$ cat config.mk
export PLATFORM = sky130hd
export DESIGN_NAME = psvm_front
export DESIGN_NICKNAME = d
export VERILOG_FILES = /design/src/design/psvm_pkg.sv /design/src/design/psvm_front.sv
export SDC_FILE = /design/constraint.sdc
export NUM_CORES = 1
export LEC_CHECK = 0
export ABC_CLOCK_PERIOD_IN_PS = 5900
export BUFFER_PORTS_ARGS = -buffer_cell sky130_fd_sc_hd__buf_2
export CELL_PAD_IN_SITES_DETAIL_PLACEMENT = 0
export CELL_PAD_IN_SITES_GLOBAL_PLACEMENT = 1
export CORE_MARGIN = 1.5
export CORE_UTILIZATION = 30
export DETAILED_ROUTE_END_ITERATION = 10
export GPL_TIMING_DRIVEN = 0
export PLACE_DENSITY_LB_ADDON = 0.1
export REMOVE_ABC_BUFFERS = 1
export SYNTH_ARGS = -nofsm -noshare
export SYNTH_HDL_FRONTEND = slang
export SYNTH_SLANG_ARGS = --single-unit
$ cat constraint.sdc
create_clock -name clk -period 5.9 [get_ports clk]
set_clock_uncertainty 0.1 [all_clocks]
set_input_delay 0.885 -clock clk [delete_from_list [all_inputs] [get_ports clk]]
set_output_delay 0.885 -clock clk [all_outputs]
set_load 0.01 [all_outputs]
$ cat src/design/psvm_pkg.sv
package psvm_pkg;

  localparam logic [1:0] FUNC_LOAD    = 2'd0;
  localparam logic [1:0] FUNC_TRIGGER = 2'd1;
  localparam logic [1:0] FUNC_TICK    = 2'd2;
  localparam logic [1:0] FUNC_UNUSED  = 2'd3;

  localparam logic [2:0] REG_MASTER = 3'd0;
  localparam logic [2:0] REG_STEREO = 3'd1;
  localparam logic [2:0] REG_LEN0   = 3'd2;
  localparam int LEN_REGS = 5;

  localparam logic [15:0] GAIN_BASE = 16'd13107;
  localparam logic [14:0] GAIN_SPAN = 15'd19661;

  // Item handed from the front part to the back part.
  typedef struct packed {
    logic [1:0]  func;
    logic [2:0]  pad;
    logic [7:0]  velocity;
    logic [12:0] sample_address;
    logic [15:0] sample_value;
  } item_t;

endpackage

$ cat src/design/psvm_front.sv
module psvm_front #(
  parameter int DEPTH = 4
) (
  input  logic              clk,
  input  logic              rst_n,
  input  logic              in_valid,
  output logic              in_ready,
  input  psvm_pkg::item_t   in_item,
  output logic              q_valid,
  input  logic              q_ready,
  output psvm_pkg::item_t   q_item
);

  localparam int AW = (DEPTH > 1) ? $clog2(DEPTH) : 1;

  psvm_pkg::item_t mem_r [DEPTH];
  logic [AW-1:0] wp_r, rp_r;
  logic [AW:0]   cnt_r;
  logic          keep;

  // Unused function codes are dropped here and never reach the back part.
  assign keep     = (in_item.func != psvm_pkg::FUNC_UNUSED);
  assign in_ready = (cnt_r != (AW+1)'(DEPTH));
  assign q_valid  = (cnt_r != '0);
  assign q_item   = mem_r[rp_r];

  logic push, pop;
  assign push = in_valid && in_ready && keep;
  assign pop  = q_valid && q_ready;

  always_ff @(posedge clk) begin
    if (push) mem_r[wp_r] <= in_item;
  end

  always_ff @(posedge clk) begin
    if (!rst_n) begin
      wp_r <= '0; rp_r <= '0; cnt_r <= '0;
    end else begin
      if (push) wp_r <= (wp_r == AW'(DEPTH-1)) ? '0 : wp_r + AW'(1);
      if (pop)  rp_r <= (rp_r == AW'(DEPTH-1)) ? '0 : rp_r + AW'(1);
      cnt_r <= cnt_r + (AW+1)'(push) - (AW+1)'(pop);
    end
  end

endmodule

==> flow_metrics.tcl, run 1 <==
set metrics [dict create \
    status "finished clean" \
    remaining_drc_errors 0 \
    setup-violations-final 0 \
    tightestPinTransition_ns 1.301 \
    gr-usage-all-layers_pct 11.61 \
    post-route-min-period_ns 2.961 \
    pre_cts_ws_ns 2.790 \
    peakVddDrop_mv 0.1875 \
    clk_latency_ns 0.42 \
    slew_headroom_pct 13.23 \
    die_x_um 150.5 \
    cts_tree "done" \
    critPathLaunchType "flop" \
    nFillCells 1945 \
    dieArea_mm2 0.02265 \
    postLayoutSetupSlackWorst_ns 2.939 \
    cp.required_ns 4.91 \
    io_buffers 89 \
    drt-total-wl_um 12360 \
    nNetsFinal 427 \
    min_period_over_period_pct 50.19 \
    fin_setup_tns_ns 0 \
    clock-sinks 177 \
    final_antenna_net_count 0 \
    ys_ff_latch 177 \
    area_growth_syn_to_layout_pct 21.97 \
    grt_max_degree 43 \
    yosysWarnings 0 \
    antenna_found_initial 2 \
    busiest_layer "met2" \
    finalHoldViolations 0 \
    place_congestion 0.6345 \
    post_dp_cell_area_mm2 0.007353 \
    cts_buffer_depth 2 \
    cts_resized 0 \
    fmax_mhz 337.7 \
    crit_arrival_ns 1.98 \
    holdBufCountCts 0 \
    rsz0062_at_grt "no" \
    cp_max_fo 22 \
    syn_inst 273 \
    cpPeakStageDelay_ns 0.78 \
    drt-initial-drc-count 120 \
    routedWlPerCell_um 18.67 \
    design_area_mm2 0.007961 \
    viasPerCell 4.508 \
    critPathSlowestCell "dfxtp_2" \
    netlist-cell-type-count 22 \
    hold_class "flop to flop" \
    end_kind "output pin" \
    start_util_pct 30.86 \
    cts_inserted_buffers 17 \
    cts-root-buf "clkbuf_16" \
    cap_violations 0 \
    drv_slew 0 \
    power_leakage_nw 2.654 \
    hpwl_um 7177 \
    chipHeight_um 150.5 \
    clk_pin_slew_ns 0.06 \
    cts_setup_buffers 0 \
    layout-drive-gt1-share_pct 44.56 \
    drtPass1Iterations 4 \
    vias 2984 \
    power_density_mw_per_mm2 416.2 \
    use_met1_pct 15.14 \
    core_mm2 0.02115 \
    h-tree-depth 4 \
    rows 53 \
    hold_ws_ns 0.4091 \
    crit_path_cell_trace "buf_12, mux4_2, buf_2" \
    met2_usage_pct 18.05 \
    grt_pass1_wl_um 18550 \
    grt_overflow 0 \
    grt_pass1_vias 3133 \
    postSynthAreaPerCell_um2 23.91 \
    grt_util_met3_pct 4.000 \
    seq_area_frac_synth_pct 80.05 \
    path_class "flop to output pin" \
    io-pin-count 90 \
    synth_area_mm2 0.006528 \
]
[where the power goes]
group / internal (mW) / switching, mW
clock: 0.673 / 0.472
sequential: 1.49 / 0.0506
combinational: 0.317 / 0.313
total: 2.48 / 0.836
[area by class of cell]
class,instances,area (µm²),share of cell area [%]
diodes,1,2.502,0.03143
clock buffers,18,429.2,5.391
clock inverters,14,176.4,2.216
inverters,6,22.52,0.2829
multi-input cells,78,1224,15.37
flip-flops and latches,177,5230,65.69
well taps,275,344.1,4.322
repair buffers,93,533.0,6.695
[critical path, delay by kind of cell (launching register included)]
| family | cells | cell delay (ns) |
|---|---|---|
| buffers and inverters | 2 | 0.43 |
| multiplexers | 1 | 0.33 |
| flip-flops | 1 | 0.78 |
[through the flow]
step | util [%] | power [mW] | cells
global route | 37.62 | 3.474 | 661
detailed placement | 34.76 | 2.225 | 629
global placement | 34.31 | 2.218 | 625
floorplan | - | 1.951 | 261
finish | 37.64 | 3.314 | 662
CTS | 37.62 | 3.380 | 661
[kinds of logic after synthesis]
family / after synthesis / share of synthesized area, %
and+or+nand+nor: 21 / 1.725
adders and majority gates: 8 / 1.648
DFF: 177 / 80.05
xor gates and xnor gates: 2 / 0.2684
buffers and inverters: 18 / 1.246
muxes: 44 / 14.80
AOI/OAI and AO/OA: 3 / 0.2684
[layer usage]
| layer | vias up | part of all wire (%) |
|---|---|---|
| met4 | 2 | 1.6 |
| li1 | 1334 | - |
| met5 | - | 0.073 |
| met2 | 76 | 48 |
| met3 | 16 | 6.0 |
| met1 | 1556 | 44 |
[layout by cell type (no fill, tap or decap), drive strengths merged, types with 2 or more instances in the layout]
master	n
clkinvlp	3
o21ai	2
nand3	2
and2	6
mux4	42
dfxtp	9
bufinv	3
edfxtp	168
nand2	7
clkinv	3
mux2i	2
xnor2	2
clkbuf	18
inv	11
buf	93
nor2	2
ha	7
[cell usage after synthesis]
master      n  share of area (%)
nand2_1     7               0.40
mux2i_1     2               0.31
and3_1      1              0.096
nor2_1      2               0.12
inv_1       6               0.35
o21ai_0     2               0.15
mux4_2     42                 14
or3b_1      1               0.13
o31ai_1     1               0.12
and2_1      4               0.38
dfxtp_1     9                2.8
and2_2      2               0.23
buf_6       1               0.17
clkbuf_1    6               0.35
xnor2_1     2               0.27
nand3_1     2               0.15
or3_2       1               0.12
nor2b_1     1              0.096
buf_2       5               0.38
ha_1        7                1.3
edfxtp_1  168                 77
fa_1        1               0.31
[flip-flops by register name, indices dropped and copies added (netlist names), named ones only]
name   flops
cnt_r      3
wp_r       2
rp_r       2
mem_r    168
[worst paths after layout]
path / startpoint / to / slack, ns / cells past startpoint
setup / recovery: flop / q_item[0] / 2.94 / 3
hold / removal: wp_r[1] / wp_r[1] / 0.41 / 2
setup reg to reg: cnt_r[1] / cnt_r[2] / 3.30 / 11
hold reg to reg: wp_r[1] / wp_r[1] / 0.41 / 2
(Power assumes the default switching activity.)
==> run 2: changes to the inputs <==
Settings changed: ABC_AREA from default to 1, ABC_CLOCK_PERIOD_IN_PS 5900 to 3000.
Clock period 5.9 ns to 3 ns, I/O delays scaled along.
==> flow_metrics.tcl, run 2 <==
set metrics [dict create \
    fin_total_pwr_mw 7.024 \
    yosys-top-cells-count "168 x edfxtp_1, 91 x nor2_1, 62 x o21ai_0" \
    largestRegisters "mem_r x168, cnt_r x3" \
    clock-sinks 177 \
    postLayoutSetupSlackWorst_ns 0.2256 \
    cts_inserted_buffers 17 \
    cpPeakStageDelay_ns 0.56 \
    end_kind "output pin" \
    multiInputGateArea_mm2 0.001311 \
    final_antenna_net_count 0 \
    dp.cells 825 \
    synth.most_common_cell "edfxtp_1" \
    finalHoldViolations 0 \
    grt_overflow 0 \
    insertedDiodeCount 0 \
    most-common-layout-cells "168 x edfxtp_1, 89 x buf_2, 87 x nor2_1" \
    ys_ff_latch 177 \
    register_area_mm2 0.005230 \
    dieArea_mm2 0.02337 \
    stdcell_count 857 \
    postSynthAreaPerCell_um2 14.27 \
    routedWlPerCell_um 17.47 \
    drtPass1Iterations 9 \
    hold_class "input port to flop" \
    tightestPinTransition_ns 0.7913 \
    io-pin-count 90 \
    antenna_found_initial 1 \
    clk_latency_ns 0.42 \
    crit_arrival_ns 2.22 \
    area_growth_syn_to_layout_pct 21.80 \
    rsz0062_at_grt "no" \
    seq_area_frac_synth_pct 77.55 \
    cp.required_ns 2.45 \
    async_reset_ff_share_pct 0 \
    drt-initial-drc-count 232 \
    critPathSlowestCell "inv_6" \
    vias 3971 \
    yosysTopAreaCell "edfxtp_1" \
    h-tree-depth 4 \
    power_density_mw_per_mm2 855.9 \
    critPathLaunchType "flop" \
    min_period_over_period_pct 92.48 \
    viasPerCell 4.634 \
    power_leakage_nw 2.867 \
    cts-root-buf "clkbuf_16" \
    remaining_drc_errors 3 \
    slew_headroom_pct 47.12 \
    synth_area_mm2 0.006738 \
    holdBufCountCts 0 \
    cap_violations 0 \
    core_mm2 0.02196 \
    chipHeight_um 152.9 \
    grt_pass1_vias 3909 \
    cp_max_fo 84 \
    drt-total-wl_um 14970 \
    yosysWarnings 0 \
    post-route-util_pct 37.37 \
    die_x_um 152.9 \
    yosys.area.top_type_share_pct 74.87 \
    drv_slew 0 \
    final_common_cell "edfxtp_1" \
    clk_pin_slew_ns 0.07 \
    synth_edf_count 168 \
    peakVddDrop_mv 0.4842 \
    path_class "flop to output pin" \
    rows 54 \
    grt_pass1_wl_um 23090 \
    io_buffers 89 \
    cts_tree "done" \
    cts_buffer_depth 2 \
    status "finished, violations left" \
    place_congestion 0.6660 \
    crit_path_cell_trace "buf_16, inv_6, o21ai_0, o22ai_1, buf_2" \
    layout-drive-gt1-share_pct 25.82 \
    nNetsFinal 618 \
    gr-usage-all-layers_pct 13.37 \
    largest-register "mem_r" \
    start_util_pct 30.68 \
    setup-violations-final 0 \
    post-route-min-period_ns 2.774 \
    synthTopCellsByArea "edfxtp_1 75%, nor2_1 5.1%, o21ai_0 4.6%, o22ai_1 3.9%, dfxtp_1 2.7%" \
    violations "design-rule violations" \
    pre_cts_ws_ns 0.3505 \
    grt_max_degree 85 \
    largest_reg_flops 168 \
    netlist-cell-type-count 23 \
    ys.flop_type "edfxtp_1" \
    syn_inst 472 \
    fmax_mhz 360.4 \
    hold_ws_ns 0.1409 \
    nFillCells 2086 \
    hpwl_um 8631 \
]
==> run 2: cell types whose count changed after synthesis, moves of 10 or more <==
| cell | before | now |
|---|---|---|
| mux4_2 | 42 | 0 |
| nor2_1 | 2 | 91 |
| nor2_2 | 0 | 10 |
| o21ai_0 | 2 | 62 |
| o21ai_1 | 0 | 22 |
| o22ai_1 | 0 | 42 |
==> run 2: layer usage <==
| layer | GRT usage (%) | routed length [µm] |
|---|---|---|
| met3 | 3.629 | 629 |
| met5 | 0 | 12 |
| met1 | 16.53 | 6633 |
| met4 | 4.482 | 209 |
| met2 | 22.68 | 7486 |
==> run 2: through the flow <==
stage                     area, µm²  setup TNS (ns)
after floorplan                6569          -18.64
after global placement         7365         -463.98
final                          8207               0
after CTS                      8207               0
after detailed placement       7667               0
after global routing           8207               0
==> run 2: layout make-up <==
| type | count | area share, % |
|---|---|---|
| repair buffers | 99 | 8.690 |
| multi-input cells | 253 | 15.98 |
| well taps | 280 | 4.269 |
| inverters | 16 | 0.8233 |
| clock buffers | 17 | 5.184 |
| flip-flops and latches | 177 | 63.73 |
| clock inverters | 15 | 1.326 |
==> run 2: report_power, final <==
group | leakage [nW] | internal, mW | switching (mW)
logic | 0.999 | 0.714 | 1.25
registers | 1.61 | 2.95 | 0.110
clock network | 0.262 | 1.07 | 0.933
==> run 2: what timing repair did <==
| action | CTS | global route |
|---|---|---|
| setup endpoints to repair | 3 | 0 |
| resized for setup | 2 | 0 |
| setup buffers | 0 | 0 |
==> run 2: logic make-up (layout without fill, tap and decap cells) <==
kind of cell | Yosys count | count (layout) | synth area share, %
AO/OA/AOI/OAI | 128 | 128 | 10.33
XOR/XNOR | 1 | 1 | 0.1300
adder cells (fa/ha/maj) | 8 | 8 | 1.597
AND/OR/NAND/NOR | 116 | 116 | 6.964
flip-flops | 177 | 177 | 77.55
buffers and inverters | 42 | 147 | 3.435
==> run 2: path summary, 6_finish.rpt <==
check | start | endpoint | slack, ns | cells after the start
setup / recovery | flop | q_item[26] | 0.23 | 5
setup reg to reg | cnt_r[1] | mem_r[0][0] | 0.63 | 5
hold reg to reg | rp_r[1] | flop | 0.42 | 2
hold / removal | in_item[7] | mem_r[2][7] | 0.14 | 1
==> run 2: worst max-delay path: cells and delay by family, from the launching register on <==
kind,cells,cell delay [ns]
buffers and inverters,3,0.98
DFF,1,0.36
AOI/OAI and AO/OA,2,0.43
==> run 3: changes to the inputs <==
Settings changed: CORE_UTILIZATION 30 to 47.
==> flow_metrics.tcl, run 3 (synthesized netlist as in run 2, its figures left out) <==
set metrics [dict create \
    drt-initial-drc-count 213 \
    grt_pass1_vias 3899 \
    nNetsFinal 614 \
    final_common_cell "edfxtp_1" \
    largestRegisters "mem_r x168, cnt_r x3" \
    met2_usage_pct 30.83 \
    cts_inserted_buffers 17 \
    io-pin-count 90 \
    cap_violations 0 \
    fmax_mhz 358.9 \
    largest_reg_flops 168 \
    gr-usage-all-layers_pct 19.24 \
    dp.cells 720 \
    min_from "in_item[3]" \
    core_mm2 0.01393 \
    r2r_slack_ns 0.63 \
    chipHeight_um 122.7 \
    min_period_over_period_pct 92.88 \
    fin_total_pwr_mw 7.176 \
    io_buffers 89 \
    cp_max_fo 43 \
    hpwl_um 7128 \
    post-route-util_pct 57.65 \
    hold_ws_ns 0.1434 \
    viasPerCell 5.252 \
    r2r_start "cnt_r[1]" \
    holdPathEnd "mem_r[2][3]" \
    crit_arrival_ns 2.24 \
    postLayoutSetupSlackWorst_ns 0.2136 \
    status "finished clean" \
    remaining_drc_errors 0 \
    power_density_mw_per_mm2 893.3 \
    power_leakage_nw 2.848 \
    holdPathStages 1 \
    grt_overflow 0 \
    vias 3960 \
    nFillCells 1130 \
    layout-drive-gt1-share_pct 24.78 \
    die_x_um 122.7 \
    start_util_pct 48.35 \
    largest-register "mem_r" \
    grt_util_met3_pct 5.623 \
    hold_class "input port to flop" \
    place_congestion 0.6998 \
    post-route-min-period_ns 2.786 \
    clk_latency_ns 0.41 \
    grt_max_degree 85 \
    cts_tree "done" \
    area_growth_syn_to_layout_pct 19.24 \
    busiest_layer "met2" \
    stdcell_count 754 \
    r2r_cells 5 \
    cp.required_ns 2.45 \
    routedWlPerCell_um 18.15 \
    drt-total-wl_um 13690 \
    tightestPinTransition_ns 0.9250 \
    path_class "flop to output pin" \
    rsz0062_at_grt "no" \
    drv_slew 0 \
    antenna_found_initial 1 \
    grt_pass1_wl_um 20730 \
    finalHoldViolations 0 \
    final_antenna_net_count 0 \
    r2r-end "mem_r[1][17]" \
    cts_buffer_depth 2 \
    slew_headroom_pct 38.19 \
    clk_pin_slew_ns 0.06 \
    most-common-layout-cells "168 x edfxtp_1, 89 x buf_2, 87 x nor2_1" \
    rows 43 \
    h-tree-depth 4 \
    pre_cts_ws_ns 0.2917 \
    clock-sinks 177 \
    drtPass1Iterations 4 \
    peakVddDrop_mv 0.7164 \
    end_kind "output pin" \
    use_met1_pct 24.70 \
    critPathLaunchType "flop" \
    setup-violations-final 0 \
    cts-root-buf "clkbuf_16" \
    dieArea_mm2 0.01506 \
]
## run 3: cell types whose count changed in the layout (fill, tap and decap cells not counted), sizes merged
cell / delta
inv: -5
clkinvlp: -1
clkinv: -1
bufinv: +4
diode: +1
clkbuf: +3
buf: -4
## run 3: power breakdown
part | total (mW) | leakage, nW | internal (mW) | switching (mW)
registers | 3.16 | 1.61 | 2.96 | 0.206
logic | 1.79 | 0.946 | 0.654 | 1.13
clock network | 2.23 | 0.295 | 1.38 | 0.842
total | 7.18 | 2.85 | 4.99 | 2.18
## run 3: area by class of cell
type / count / area, µm² / area share [%]
multi-input combinational: 253 / 1311 / 16.32
tap: 180 / 225.2 / 2.803
clock buffer: 20 / 436.7 / 5.435
timing repair buffer: 95 / 595.6 / 7.413
sequential: 177 / 5233 / 65.13
inverter: 16 / 65.06 / 0.8098
clock inverter: 12 / 165.2 / 2.056
antenna: 1 / 2.502 / 0.03115
## run 3: how the worst max path moves through the flow
stage / end / cells after the start / from
final: q_item[38] / 4 / flop
after global routing: q_item[28] / 4 / flop
after CTS: q_item[38] / 4 / flop
after detailed placement: q_item[24] / 4 / flop
after global placement: mem_r[0][37] / 4 / in_item[40]
after floorplan: q_item[0] / 3 / flop
## run 3: worst max-delay path, cell delays in order (launching register included)
cell and delay (ns):
dfxtp_4 0.51, inv_2 0.69, o21ai_0 0.22, o22ai_1 0.21, buf_2 0.17
## run 3: stage by stage
stage	setup TNS [ns]	instance area [µm²]
after floorplan	-18.64	6569
after global routing	0	8031
after CTS	0	8029
after detailed placement	0	7397
after global placement	-382.80	7239
final	0	8034
## run 3: timing repair
item                                    CTS  global route
endpoints found under the setup margin   42             3
hold buffers                              0             0
setup buffers                             1             0
gates resized for setup                   1             1
endpoints found under the hold margin     0             0
## run 3: metal layers
metal	share of wire (%)	routed length, µm	up-vias
met2	49	6702	112
met3	7.0	954	11
met1	43	5873	1910
met4	1.1	157	0
li1	-	-	1927
met5	0	0	-
